## config.mk

```make
export PLATFORM = sky130hd
export DESIGN_NAME = fat_directory_name_match_core
export DESIGN_NICKNAME = d
export VERILOG_FILES = /design/src/rtl/fdnm_pkg.sv /design/src/rtl/fat_directory_name_match_core.sv /design/src/rtl/fdnm_in_reg.sv /design/src/rtl/fdnm_scan.sv /design/src/rtl/fdnm_out_reg.sv
export SDC_FILE = /design/constraint.sdc
export NUM_CORES = 1
export LEC_CHECK = 0
export BUFFER_PORTS_ARGS = -buffer_cell sky130_fd_sc_hd__clkbuf_2
export CORE_MARGIN = 2
export CORE_UTILIZATION = 55
export DETAILED_ROUTE_END_ITERATION = 6
export PLACE_DENSITY = 0.76
export SLEW_MARGIN = 15
export SYNTH_ARGS = -nofsm -noshare
export SYNTH_HDL_FRONTEND = slang
export SYNTH_HIERARCHICAL = 1
export SYNTH_SLANG_ARGS = --single-unit
```

## constraint.sdc

```tcl
create_clock -name i_clk -period 6.5 [get_ports i_clk]
set_clock_uncertainty 0.1 [all_clocks]
set_input_delay 0.65 -clock i_clk [delete_from_list [all_inputs] [get_ports i_clk]]
set_output_delay 0.65 -clock i_clk [all_outputs]
set_load 0.01 [all_outputs]
```

## src/rtl/fdnm_pkg.sv

```systemverilog
// ----------------------------------------------------------------------------
// fdnm_pkg
// shared types, constants and helpers for the directory name match block
// ----------------------------------------------------------------------------
`timescale 1ns / 1ps
`default_nettype none

package fdnm_pkg;

    localparam int ENTRIES_PER_SECTOR = 16;
    localparam int ENTRY_BYTES        = 32;
    localparam int SECTOR_BYTES       = ENTRIES_PER_SECTOR * ENTRY_BYTES;
    localparam int POS_W              = $clog2(SECTOR_BYTES);
    localparam int OFF_W              = 9;
    localparam int TGT_CHARS          = 12;

    // configuration register indexes
    localparam logic [1:0] CFG_NAME_LOW    = 2'd0;
    localparam logic [1:0] CFG_NAME_HIGH   = 2'd1;
    localparam logic [1:0] CFG_NAME_LENGTH = 2'd2;

    // byte codes
    localparam logic [7:0] CH_DELETED  = 8'he5;
    localparam logic [7:0] CH_ESC_E5   = 8'h05;
    localparam logic [7:0] CH_SPACE    = 8'h20;
    localparam logic [7:0] CH_DOT      = 8'h2e;
    localparam logic [7:0] CH_NUL      = 8'h00;
    localparam logic [7:0] CH_UPPER_A  = 8'h41;
    localparam logic [7:0] CH_UPPER_Z  = 8'h5a;
    localparam logic [7:0] CH_CASE_BIT = 8'h20;

    // byte places within an entry
    localparam logic [4:0] J_FIRST    = 5'h00;
    localparam logic [4:0] J_EXT      = 5'h08;
    localparam logic [4:0] J_NAME_END = 5'h0b;
    localparam logic [4:0] J_ATTR     = 5'h0b;
    localparam logic [4:0] J_CLUS_LO  = 5'h1a;
    localparam logic [4:0] J_CLUS_HI  = 5'h1b;
    localparam logic [4:0] J_SIZE_0   = 5'h1c;
    localparam logic [4:0] J_SIZE_1   = 5'h1d;
    localparam logic [4:0] J_SIZE_2   = 5'h1e;
    localparam logic [4:0] J_LAST     = 5'h1f;

    localparam int ATTR_VOL_BIT = 3;
    localparam int ATTR_DIR_BIT = 4;

    typedef logic [15:0][7:0] t_name_chars;

    typedef struct packed {
        t_name_chars chars;
        logic [3:0]  len;
    } t_target;

    typedef struct packed {
        logic [7:0] data_byte;
        logic       restart;
    } t_req;

    typedef struct packed {
        logic             matched;
        logic [OFF_W-1:0] entry_offset;
        logic             is_directory;
        logic [15:0]      first_cluster;
        logic [31:0]      file_size;
    } t_result;

    // true when character ch at place k of the formed name breaks the match
    function automatic logic char_miss(t_target tgt, logic [3:0] k, logic [7:0] ch);
        logic miss;
        miss = (k >= tgt.len) || (k >= 4'(TGT_CHARS)) || (tgt.chars[k] != ch);
        return miss;
    endfunction

    function automatic logic [3:0] len_inc(logic [3:0] k);
        logic [3:0] res;
        res = (k == 4'hf) ? k : k + 4'd1;
        return res;
    endfunction

endpackage

`default_nettype wire

```

## src/rtl/fat_directory_name_match_core.sv

```systemverilog
// ----------------------------------------------------------------------------
// fat_directory_name_match_core
// scans directory sector bytes and reports one name match result per entry
// ----------------------------------------------------------------------------
// channel   | direction | handshake          | payload
// ----------+-----------+--------------------+----------------------------------
// byte in   | in        | i_valid / o_ready  | i_data_byte, i_restart
// result    | out       | o_valid / i_ready  | o_matched, o_entry_offset,
//           |           |                    | o_is_directory, o_first_cluster,
//           |           |                    | o_file_size
// config    | in        | i_cfg_we           | i_cfg_index, i_cfg_data
//
// one byte request per cycle while o_ready is high; byte 31 of an entry shows its result
// after acceptance through the input register, then the result register
// synchronous active-low reset clears the position counter and the valid bits of both registers
// a stalled result holds the result register; bytes keep flowing until a
// second result needs the register, then o_ready drops
// ----------------------------------------------------------------------------
`timescale 1ns / 1ps
`default_nettype none

module fat_directory_name_match_core (
    input  wire                        i_clk,
    input  wire                        i_rst_n,
    input  wire                        i_valid,
    output logic                       o_ready,
    input  wire  [7:0]                 i_data_byte,
    input  wire                        i_restart,
    output logic                       o_valid,
    input  wire                        i_ready,
    output logic                       o_matched,
    output logic [fdnm_pkg::OFF_W-1:0] o_entry_offset,
    output logic                       o_is_directory,
    output logic [15:0]                o_first_cluster,
    output logic [31:0]                o_file_size,
    input  wire                        i_cfg_we,
    input  wire  [1:0]                 i_cfg_index,
    input  wire  [63:0]                i_cfg_data
);
    import fdnm_pkg::*;

    logic [63:0] r_tgt_low;
    logic [31:0] r_tgt_high;
    logic [3:0]  r_tgt_len;

    t_target target;
    t_req    in_req;
    t_req    stage_req;
    t_result scan_result;
    t_result out_result;
    logic    stage_valid;
    logic    out_free;
    logic    step;
    logic    produce;

    always_ff @(posedge i_clk) begin
        if (!i_rst_n) begin
            r_tgt_low  <= 64'd0;
            r_tgt_high <= 32'd0;
            r_tgt_len  <= 4'd0;
        end else if (i_cfg_we) begin
            unique case (i_cfg_index)
                CFG_NAME_LOW:    r_tgt_low  <= i_cfg_data;
                CFG_NAME_HIGH:   r_tgt_high <= i_cfg_data[31:0];
                CFG_NAME_LENGTH: r_tgt_len  <= i_cfg_data[3:0];
                default:         r_tgt_len  <= r_tgt_len;
            endcase
        end
    end

    assign target.chars     = t_name_chars'({32'd0, r_tgt_high, r_tgt_low});
    assign target.len       = r_tgt_len;
    assign in_req.data_byte = i_data_byte;
    assign in_req.restart   = i_restart;
    assign step             = stage_valid && (out_free || !produce);

    fdnm_in_reg u_in_reg (
        .i_clk   (i_clk),
        .i_rst_n (i_rst_n),
        .i_valid (i_valid),
        .o_ready (o_ready),
        .i_req   (in_req),
        .o_valid (stage_valid),
        .i_take  (step),
        .o_req   (stage_req)
    );

    fdnm_scan u_scan (
        .i_clk     (i_clk),
        .i_rst_n   (i_rst_n),
        .i_step    (step),
        .i_req     (stage_req),
        .i_target  (target),
        .o_produce (produce),
        .o_result  (scan_result)
    );

    fdnm_out_reg u_out_reg (
        .i_clk     (i_clk),
        .i_rst_n   (i_rst_n),
        .i_load    (step),
        .i_produce (produce),
        .i_result  (scan_result),
        .o_free    (out_free),
        .o_valid   (o_valid),
        .i_ready   (i_ready),
        .o_result  (out_result)
    );

    assign o_matched       = out_result.matched;
    assign o_entry_offset  = out_result.entry_offset;
    assign o_is_directory  = out_result.is_directory;
    assign o_first_cluster = out_result.first_cluster;
    assign o_file_size     = out_result.file_size;

endmodule

`default_nettype wire

```

## src/rtl/fdnm_in_reg.sv

```systemverilog
// ----------------------------------------------------------------------------
// fdnm_in_reg
// input register holding one sector byte request until the scan stage takes it
// ----------------------------------------------------------------------------
`timescale 1ns / 1ps
`default_nettype none

module fdnm_in_reg (
    input  wire               i_clk,
    input  wire               i_rst_n,
    input  wire               i_valid,
    output logic              o_ready,
    input  fdnm_pkg::t_req    i_req,
    output logic              o_valid,
    input  wire               i_take,
    output fdnm_pkg::t_req    o_req
);
    import fdnm_pkg::*;

    logic r_valid;
    t_req r_req;

    assign o_ready = !r_valid || i_take;
    assign o_valid = r_valid;
    assign o_req   = r_req;

    always_ff @(posedge i_clk) begin
        if (!i_rst_n) begin
            r_valid <= 1'b0;
        end else if (o_ready) begin
            r_valid <= i_valid;
        end
    end

    always_ff @(posedge i_clk) begin
        if (o_ready && i_valid) begin
            r_req <= i_req;
        end
    end

endmodule

`default_nettype wire

```

## src/rtl/fdnm_scan.sv

```systemverilog
// ----------------------------------------------------------------------------
// fdnm_scan
// per-byte entry scan: position count, 8.3 name forming and compare, field capture
// ----------------------------------------------------------------------------
`timescale 1ns / 1ps
`default_nettype none

module fdnm_scan (
    input  wire                i_clk,
    input  wire                i_rst_n,
    input  wire                i_step,
    input  fdnm_pkg::t_req     i_req,
    input  fdnm_pkg::t_target  i_target,
    output logic               o_produce,
    output fdnm_pkg::t_result  o_result
);
    import fdnm_pkg::*;

    logic [POS_W-1:0] r_pos,  n_pos;
    logic [3:0]       r_flen, n_flen;
    logic             r_miss, n_miss;
    logic             r_ended, n_ended;
    logic             r_in_use, n_in_use;
    logic [7:0]       r_attr, n_attr;
    logic [7:0]       r_clus_lo, n_clus_lo;
    logic [15:0]      r_clus, n_clus;
    logic [23:0]      r_size, n_size;

    logic [POS_W-1:0]       pos_eff;
    logic [POS_W:0]         pos_inc;
    logic [POS_W+OFF_W-1:0] pos_ext;
    logic [4:0]             j;
    logic [7:0]             b;
    logic [7:0]             ch;
    logic [7:0]             ch_esc;
    logic                   first;
    logic [3:0]             flen0;
    logic [3:0]             flen1;
    logic                   miss0;
    logic                   ended0;
    logic                   is_ext;
    logic                   is_dir;

    always_comb begin
        b       = i_req.data_byte;
        pos_eff = i_req.restart ? '0 : r_pos;
        pos_inc = {1'b0, pos_eff} + 1'b1;
        n_pos   = (pos_inc == (POS_W+1)'(SECTOR_BYTES)) ? '0 : pos_inc[POS_W-1:0];
        j       = pos_eff[4:0];
        first   = (j == J_FIRST);

        ch_esc = (b == CH_ESC_E5) ? CH_DELETED : b;
        ch     = (ch_esc >= CH_UPPER_A && ch_esc <= CH_UPPER_Z) ?
                 (ch_esc | CH_CASE_BIT) : ch_esc;
        is_ext = (j == J_EXT);

        // name state as seen by this byte
        flen0  = first ? 4'd0 : r_flen;
        miss0  = first ? 1'b0 : r_miss;
        ended0 = first ? 1'b0 : r_ended;

        n_flen   = flen0;
        n_miss   = miss0;
        n_ended  = ended0;
        n_in_use = first ? (b != CH_NUL && b != CH_DELETED) : r_in_use;
        flen1    = flen0;

        if (j < J_NAME_END && !ended0 && ch != CH_SPACE) begin
            if (is_ext) begin
                n_miss = n_miss | char_miss(i_target, flen0, CH_DOT);
                flen1  = len_inc(flen0);
            end
            if (ch == CH_NUL) begin
                n_ended = 1'b1;
                n_flen  = flen1;
            end else begin
                n_miss = n_miss | char_miss(i_target, flen1, ch);
                n_flen = len_inc(flen1);
            end
        end

        n_attr    = r_attr;
        n_clus_lo = r_clus_lo;
        n_clus    = r_clus;
        n_size    = r_size;
        unique case (j)
            J_ATTR:    n_attr    = b;
            J_CLUS_LO: n_clus_lo = b;
            J_CLUS_HI: n_clus    = {b, r_clus_lo};
            J_SIZE_0:  n_size    = {16'd0, b};
            J_SIZE_1:  n_size    = {8'd0, b, r_size[7:0]};
            J_SIZE_2:  n_size    = {b, r_size[15:0]};
            default:   n_size    = r_size;
        endcase

        // result for the entry closing with this byte
        is_dir                 = r_attr[ATTR_DIR_BIT];
        pos_ext                = {{OFF_W{1'b0}}, pos_eff};
        o_produce              = (j == J_LAST);
        o_result.matched       = r_in_use && !r_attr[ATTR_VOL_BIT] && !r_miss &&
                                 (r_flen == i_target.len);
        o_result.entry_offset  = {pos_ext[OFF_W-1:5], 5'd0};
        o_result.is_directory  = is_dir;
        o_result.first_cluster = (is_dir && r_clus == 16'd0) ? 16'd1 : r_clus;
        o_result.file_size     = {b, r_size};
    end

    always_ff @(posedge i_clk) begin
        if (!i_rst_n) begin
            r_pos     <= '0;
            r_flen    <= 4'd0;
            r_miss    <= 1'b0;
            r_ended   <= 1'b0;
            r_in_use  <= 1'b0;
            r_attr    <= 8'd0;
            r_clus_lo <= 8'd0;
            r_clus    <= 16'd0;
            r_size    <= 24'd0;
        end else if (i_step) begin
            r_pos     <= n_pos;
            r_flen    <= n_flen;
            r_miss    <= n_miss;
            r_ended   <= n_ended;
            r_in_use  <= n_in_use;
            r_attr    <= n_attr;
            r_clus_lo <= n_clus_lo;
            r_clus    <= n_clus;
            r_size    <= n_size;
        end
    end

endmodule

`default_nettype wire

```

## src/rtl/fdnm_out_reg.sv

```systemverilog
// ----------------------------------------------------------------------------
// fdnm_out_reg
// result register holding one entry result until the consumer takes it
// ----------------------------------------------------------------------------
`timescale 1ns / 1ps
`default_nettype none

module fdnm_out_reg (
    input  wire                i_clk,
    input  wire                i_rst_n,
    input  wire                i_load,
    input  wire                i_produce,
    input  fdnm_pkg::t_result  i_result,
    output logic               o_free,
    output logic               o_valid,
    input  wire                i_ready,
    output fdnm_pkg::t_result  o_result
);
    import fdnm_pkg::*;

    logic    r_valid;
    t_result r_result;

    assign o_free   = !r_valid || i_ready;
    assign o_valid  = r_valid;
    assign o_result = r_result;

    always_ff @(posedge i_clk) begin
        if (!i_rst_n) begin
            r_valid <= 1'b0;
        end else if (i_load && i_produce) begin
            r_valid <= 1'b1;
        end else if (i_ready) begin
            r_valid <= 1'b0;
        end
    end

    always_ff @(posedge i_clk) begin
        if (i_load && i_produce) begin
            r_result <= i_result;
        end
    end

endmodule

`default_nettype wire

```

==> impl_results.md <==
- Clk_lat worst skew: ~0.53 ns
- Async set or reset register ratio after synthesis: 0%
- EDFF count, synth: 68
- Gpl congestion: slightly below 1
- Global-route wire length before repair: 41,790 um
- # setup viols final: 0
- Top FF cell, synth: dfxtp_1
- Nets: 1,366
- Core area: 20,820 um2
- # H-tree levels: 1
- I/O Pins: around 140
- Worst-path clk slew: 0.06 ns
- RSZ-0062 raised after global routing: no
- HP Class: primary input to flip-flop
- TritonCTS clock tree: done
- Row Count: 53
- Register bit total from synthesis: about 240
- Reg2reg path depth: 20
- Largest net degree at the start of global routing: 138
- Area growth syn-to-layout: 12.72%
- Share of cells above drive strength 1: 18.42%
- Worst reg2reg setup slack: 1.03 ns
- Final count of hold timing violations: 0
- CP max stage cell: edfxtp_1
- Grt total ovfl: 0
- Synth warn: 6
- Starting Density: 55.47%
- CP Buf/Inv Count: 2
- Setup Fix Bufs, Post-CTS: 0
- Port bufs: 140
- Die Y: 148.9 um
- Post-CTS sizing: 0
- Avg Synthesized Cell Area: 9.949 um2
- CP arrival: 5.78 ns
- Worst Hold Depth: 1
- Final Power: approximately 3.1 mW
- Worst-path cell chain: nand2b_1, ha_1, or4b_1, nand2_1, nor2_1, ha_1, nand3_4, o221ai_2, and2_4, a31oi_4, buf_4, inv_4, ha_1, nand2_1, a21oi_1, a211o_1, a211oi_1, o211ai_1, nor4_1, a31oi_1
- Hold_sp: i_data_byte[0]
- Post-Route WL: 26,890 um
- Period utilization: a little over four fifths
- Mapped Cells: 1,161
- Initial DRC count: 591
- # DRC: 0
- Layout Cells excl Fill: 1,567
- Die Area: 22,180 um2
- CP max stage delay: 0.72 ns
- WL/cell: between 15 and 20 um
- Drt pass-1 iters: 5
- Initial antenna violation count: 0
- N_diodes: 0
- P_leak: 5.265 nW
- Reg2reg end: u_scan/r_miss$_SDFFE_PN0P_
- Post-synthesis sequential area ratio: 46.79%
- Total track usage: a little under a quarter
- Most frequent cells in the layout: nand2_1, mux2i_1, dfxtp_1
- Relative slew slack: 27.84%
- Yosys cell types: 81
- Delay-heaviest family, CP: simple AND/OR/NAND/NOR gates
- CTS root buffer: clkbuf_16
- Startpoint Class: flip-flop
- Max Cap Viol: 0
- Setup Total Neg Slack: 0 ns
- Worst-margin pin slew: 1.066 ns
- Clock Sinks: 236
- Place WS: 1.128 ns
- Clk buf depth: 3
- Status: finished, final reports clean
- Fin crit period: between 5 and 6 ns
- Width of the die: roughly 150 um
- WP data required: 6.81 ns
- Cell Pwr Density: 241.3 nW/um2
- Crit. End Element: flip-flop
- TritonCTS buffer count: 25
- Hold slack: 0.1946 ns
- Slew Limit Fails: 0
- Fmax: between 150 and 200 MHz
- Maximum vdd ir drop: 0.1934 mV
- Vias in the first global route: 7,905
- Mapped cell area: 11,550 um2
- Hold buffers post-CTS: 0
- Most used cell, CP: ha_1
- DP HPWL: roughly 19,000 um
- Routed vias/inst: 5.507
- Post-route setup slack: 1.031 ns
- Hold Crit Endpoint: u_in_reg/o_req[1]$_DFFE_PP_
- Crit Path Class: flip-flop to flip-flop
- Via count: between 8k and 9k
- Commonest non-fill, non-tap cell in the layout: nand2_1
- R2r startpoint: u_in_reg/o_req[0]$_DFFE_PP_
- Worst-path fanout max: 41
- Post-route antenna net violation count: 0
- Post-Place Cells: 1,521
per-stage QoR:
stage               util, %  area, um2
floorplan                 -      11700
global placement      58.65      12210
detailed placement    58.65      12210
CTS                   62.52      13020
global route          62.53      13020
finish                62.53      13020
synthesized netlist by cell type (4+ instances only):
master / n / area (um2)
nand2_1: 252 / 945.9
mux2i_1: 170 / 1702
dfxtp_1: 168 / 3363
nor2b_1: 74 / 462.9
edfxtp_1: 68 / 2042
clkbuf_1: 48 / 180.2
a21oi_1: 34 / 170.2
a22oi_1: 23 / 172.7
buf_2: 23 / 115.1
nor2_1: 23 / 86.33
buf_4: 22 / 165.2
and3_1: 16 / 100.1
o21ai_0: 16 / 80.08
nand3_1: 15 / 75.07
ha_1: 13 / 162.7
inv_1: 11 / 41.29
nor3_1: 11 / 55.05
a32oi_1: 10 / 87.58
nand4b_1: 10 / 87.58
a31oi_1: 9 / 56.30
nand2b_1: 8 / 50.05
nor4_1: 7 / 43.79
nor4b_1: 7 / 61.31
and2_1: 6 / 37.54
buf_12: 6 / 120.1
or4b_2: 6 / 60.06
xnor2_1: 6 / 52.55
xor2_1: 6 / 52.55
a221oi_2: 5 / 75.07
buf_6: 5 / 56.30
a21boi_0: 4 / 30.03
a221oi_1: 4 / 35.03
nor3b_1: 4 / 30.03
cell families (layout without fill, tap and decap cells):
logic type | count (synthesis) | in the layout | synth area share (%)
mux | 174 | 174 | 15.32
xor+xnor | 12 | 12 | 0.9099
buf+inv | 121 | 213 | 6.131
fa+ha+maj | 13 | 13 | 1.408
compound gates | 141 | 141 | 9.283
flops | 236 | 236 | 46.79
simple gates | 462 | 462 | 20.09
other cells | 2 | 41 | 0.06502
sequential cells by signal (all words and copies together), names as in the netlist:
register	flops
u_in_reg/o_valid	1
u_scan/r_clus	16
u_out_reg/o_result	59
u_scan/r_miss	1
u_scan/r_clus_lo	8
u_scan/r_in_use	1
r_tgt_len	4
u_in_reg/o_req	9
u_scan/r_pos	9
u_scan/r_flen	4
u_scan/r_size	24
u_scan/r_attr	2
u_out_reg/o_valid	1
u_scan/r_ended	1
r_tgt_high	32
r_tgt_low	64
power by group:
part	switching [mW]	internal [mW]	total [mW]
Sequential	0.0420	1.54	1.58
Clock	0.581	0.800	1.38
Combinational	0.101	0.0816	0.182
area by class of cell:
cell class	count	area, um2
Clock buffer	27	643.1
Clock inverter	19	162.7
Fill cell	1757	7802
Inverter	15	65.06
Multi-Input combinational cell	843	5603
Sequential cell	236	5405
Tap cell	275	344.1
Timing Repair Buffer	152	797.0
routing by layer:
layer	track usage, %	vias to the layer above	share of wire, %
met2	39.93	299	47
met5	0	-	0
met3	3.517	52	6.1
met4	6.190	0	2.2
li1	-	4244	-
met1	31.51	4034	45
how the worst max path moves through the flow:
stage,start,to,slack [ns],cells past startpoint
2_1_floorplan,u_in_reg/o_req[0]$_DFFE_PP_,u_scan/r_miss$_SDFFE_PN0P_,1.79,23
3_3_place_gp,u_in_reg/o_req[0]$_DFFE_PP_,u_scan/r_miss$_SDFFE_PN0P_,1.31,19
3_5_place_dp,u_in_reg/o_req[0]$_DFFE_PP_,u_scan/r_miss$_SDFFE_PN0P_,1.13,20
4_1_cts,u_in_reg/o_req[0]$_DFFE_PP_,u_scan/r_miss$_SDFFE_PN0P_,1.08,20
5_1_grt,u_in_reg/o_req[0]$_DFFE_PP_,u_scan/r_miss$_SDFFE_PN0P_,0.59,20
6_report,u_in_reg/o_req[0]$_DFFE_PP_,u_scan/r_miss$_SDFFE_PN0P_,1.03,20
worst register-to-register path: stages (launching register included):
cell and delay [ns]:
edfxtp_1 0.72, nand2b_1 0.27, ha_1 0.40, or4b_1 0.55, nand2_1 0.24, nor2_1 0.07
ha_1 0.29, nand3_4 0.15, o221ai_2 0.15, and2_4 0.23, a31oi_4 0.13, buf_4 0.28
inv_4 0.22, ha_1 0.33, nand2_1 0.07, a21oi_1 0.05, a211o_1 0.32, a211oi_1 0.25
o211ai_1 0.13, nor4_1 0.30, a31oi_1 0.12
No activity file was read; power rests on OpenSTA's default activity.
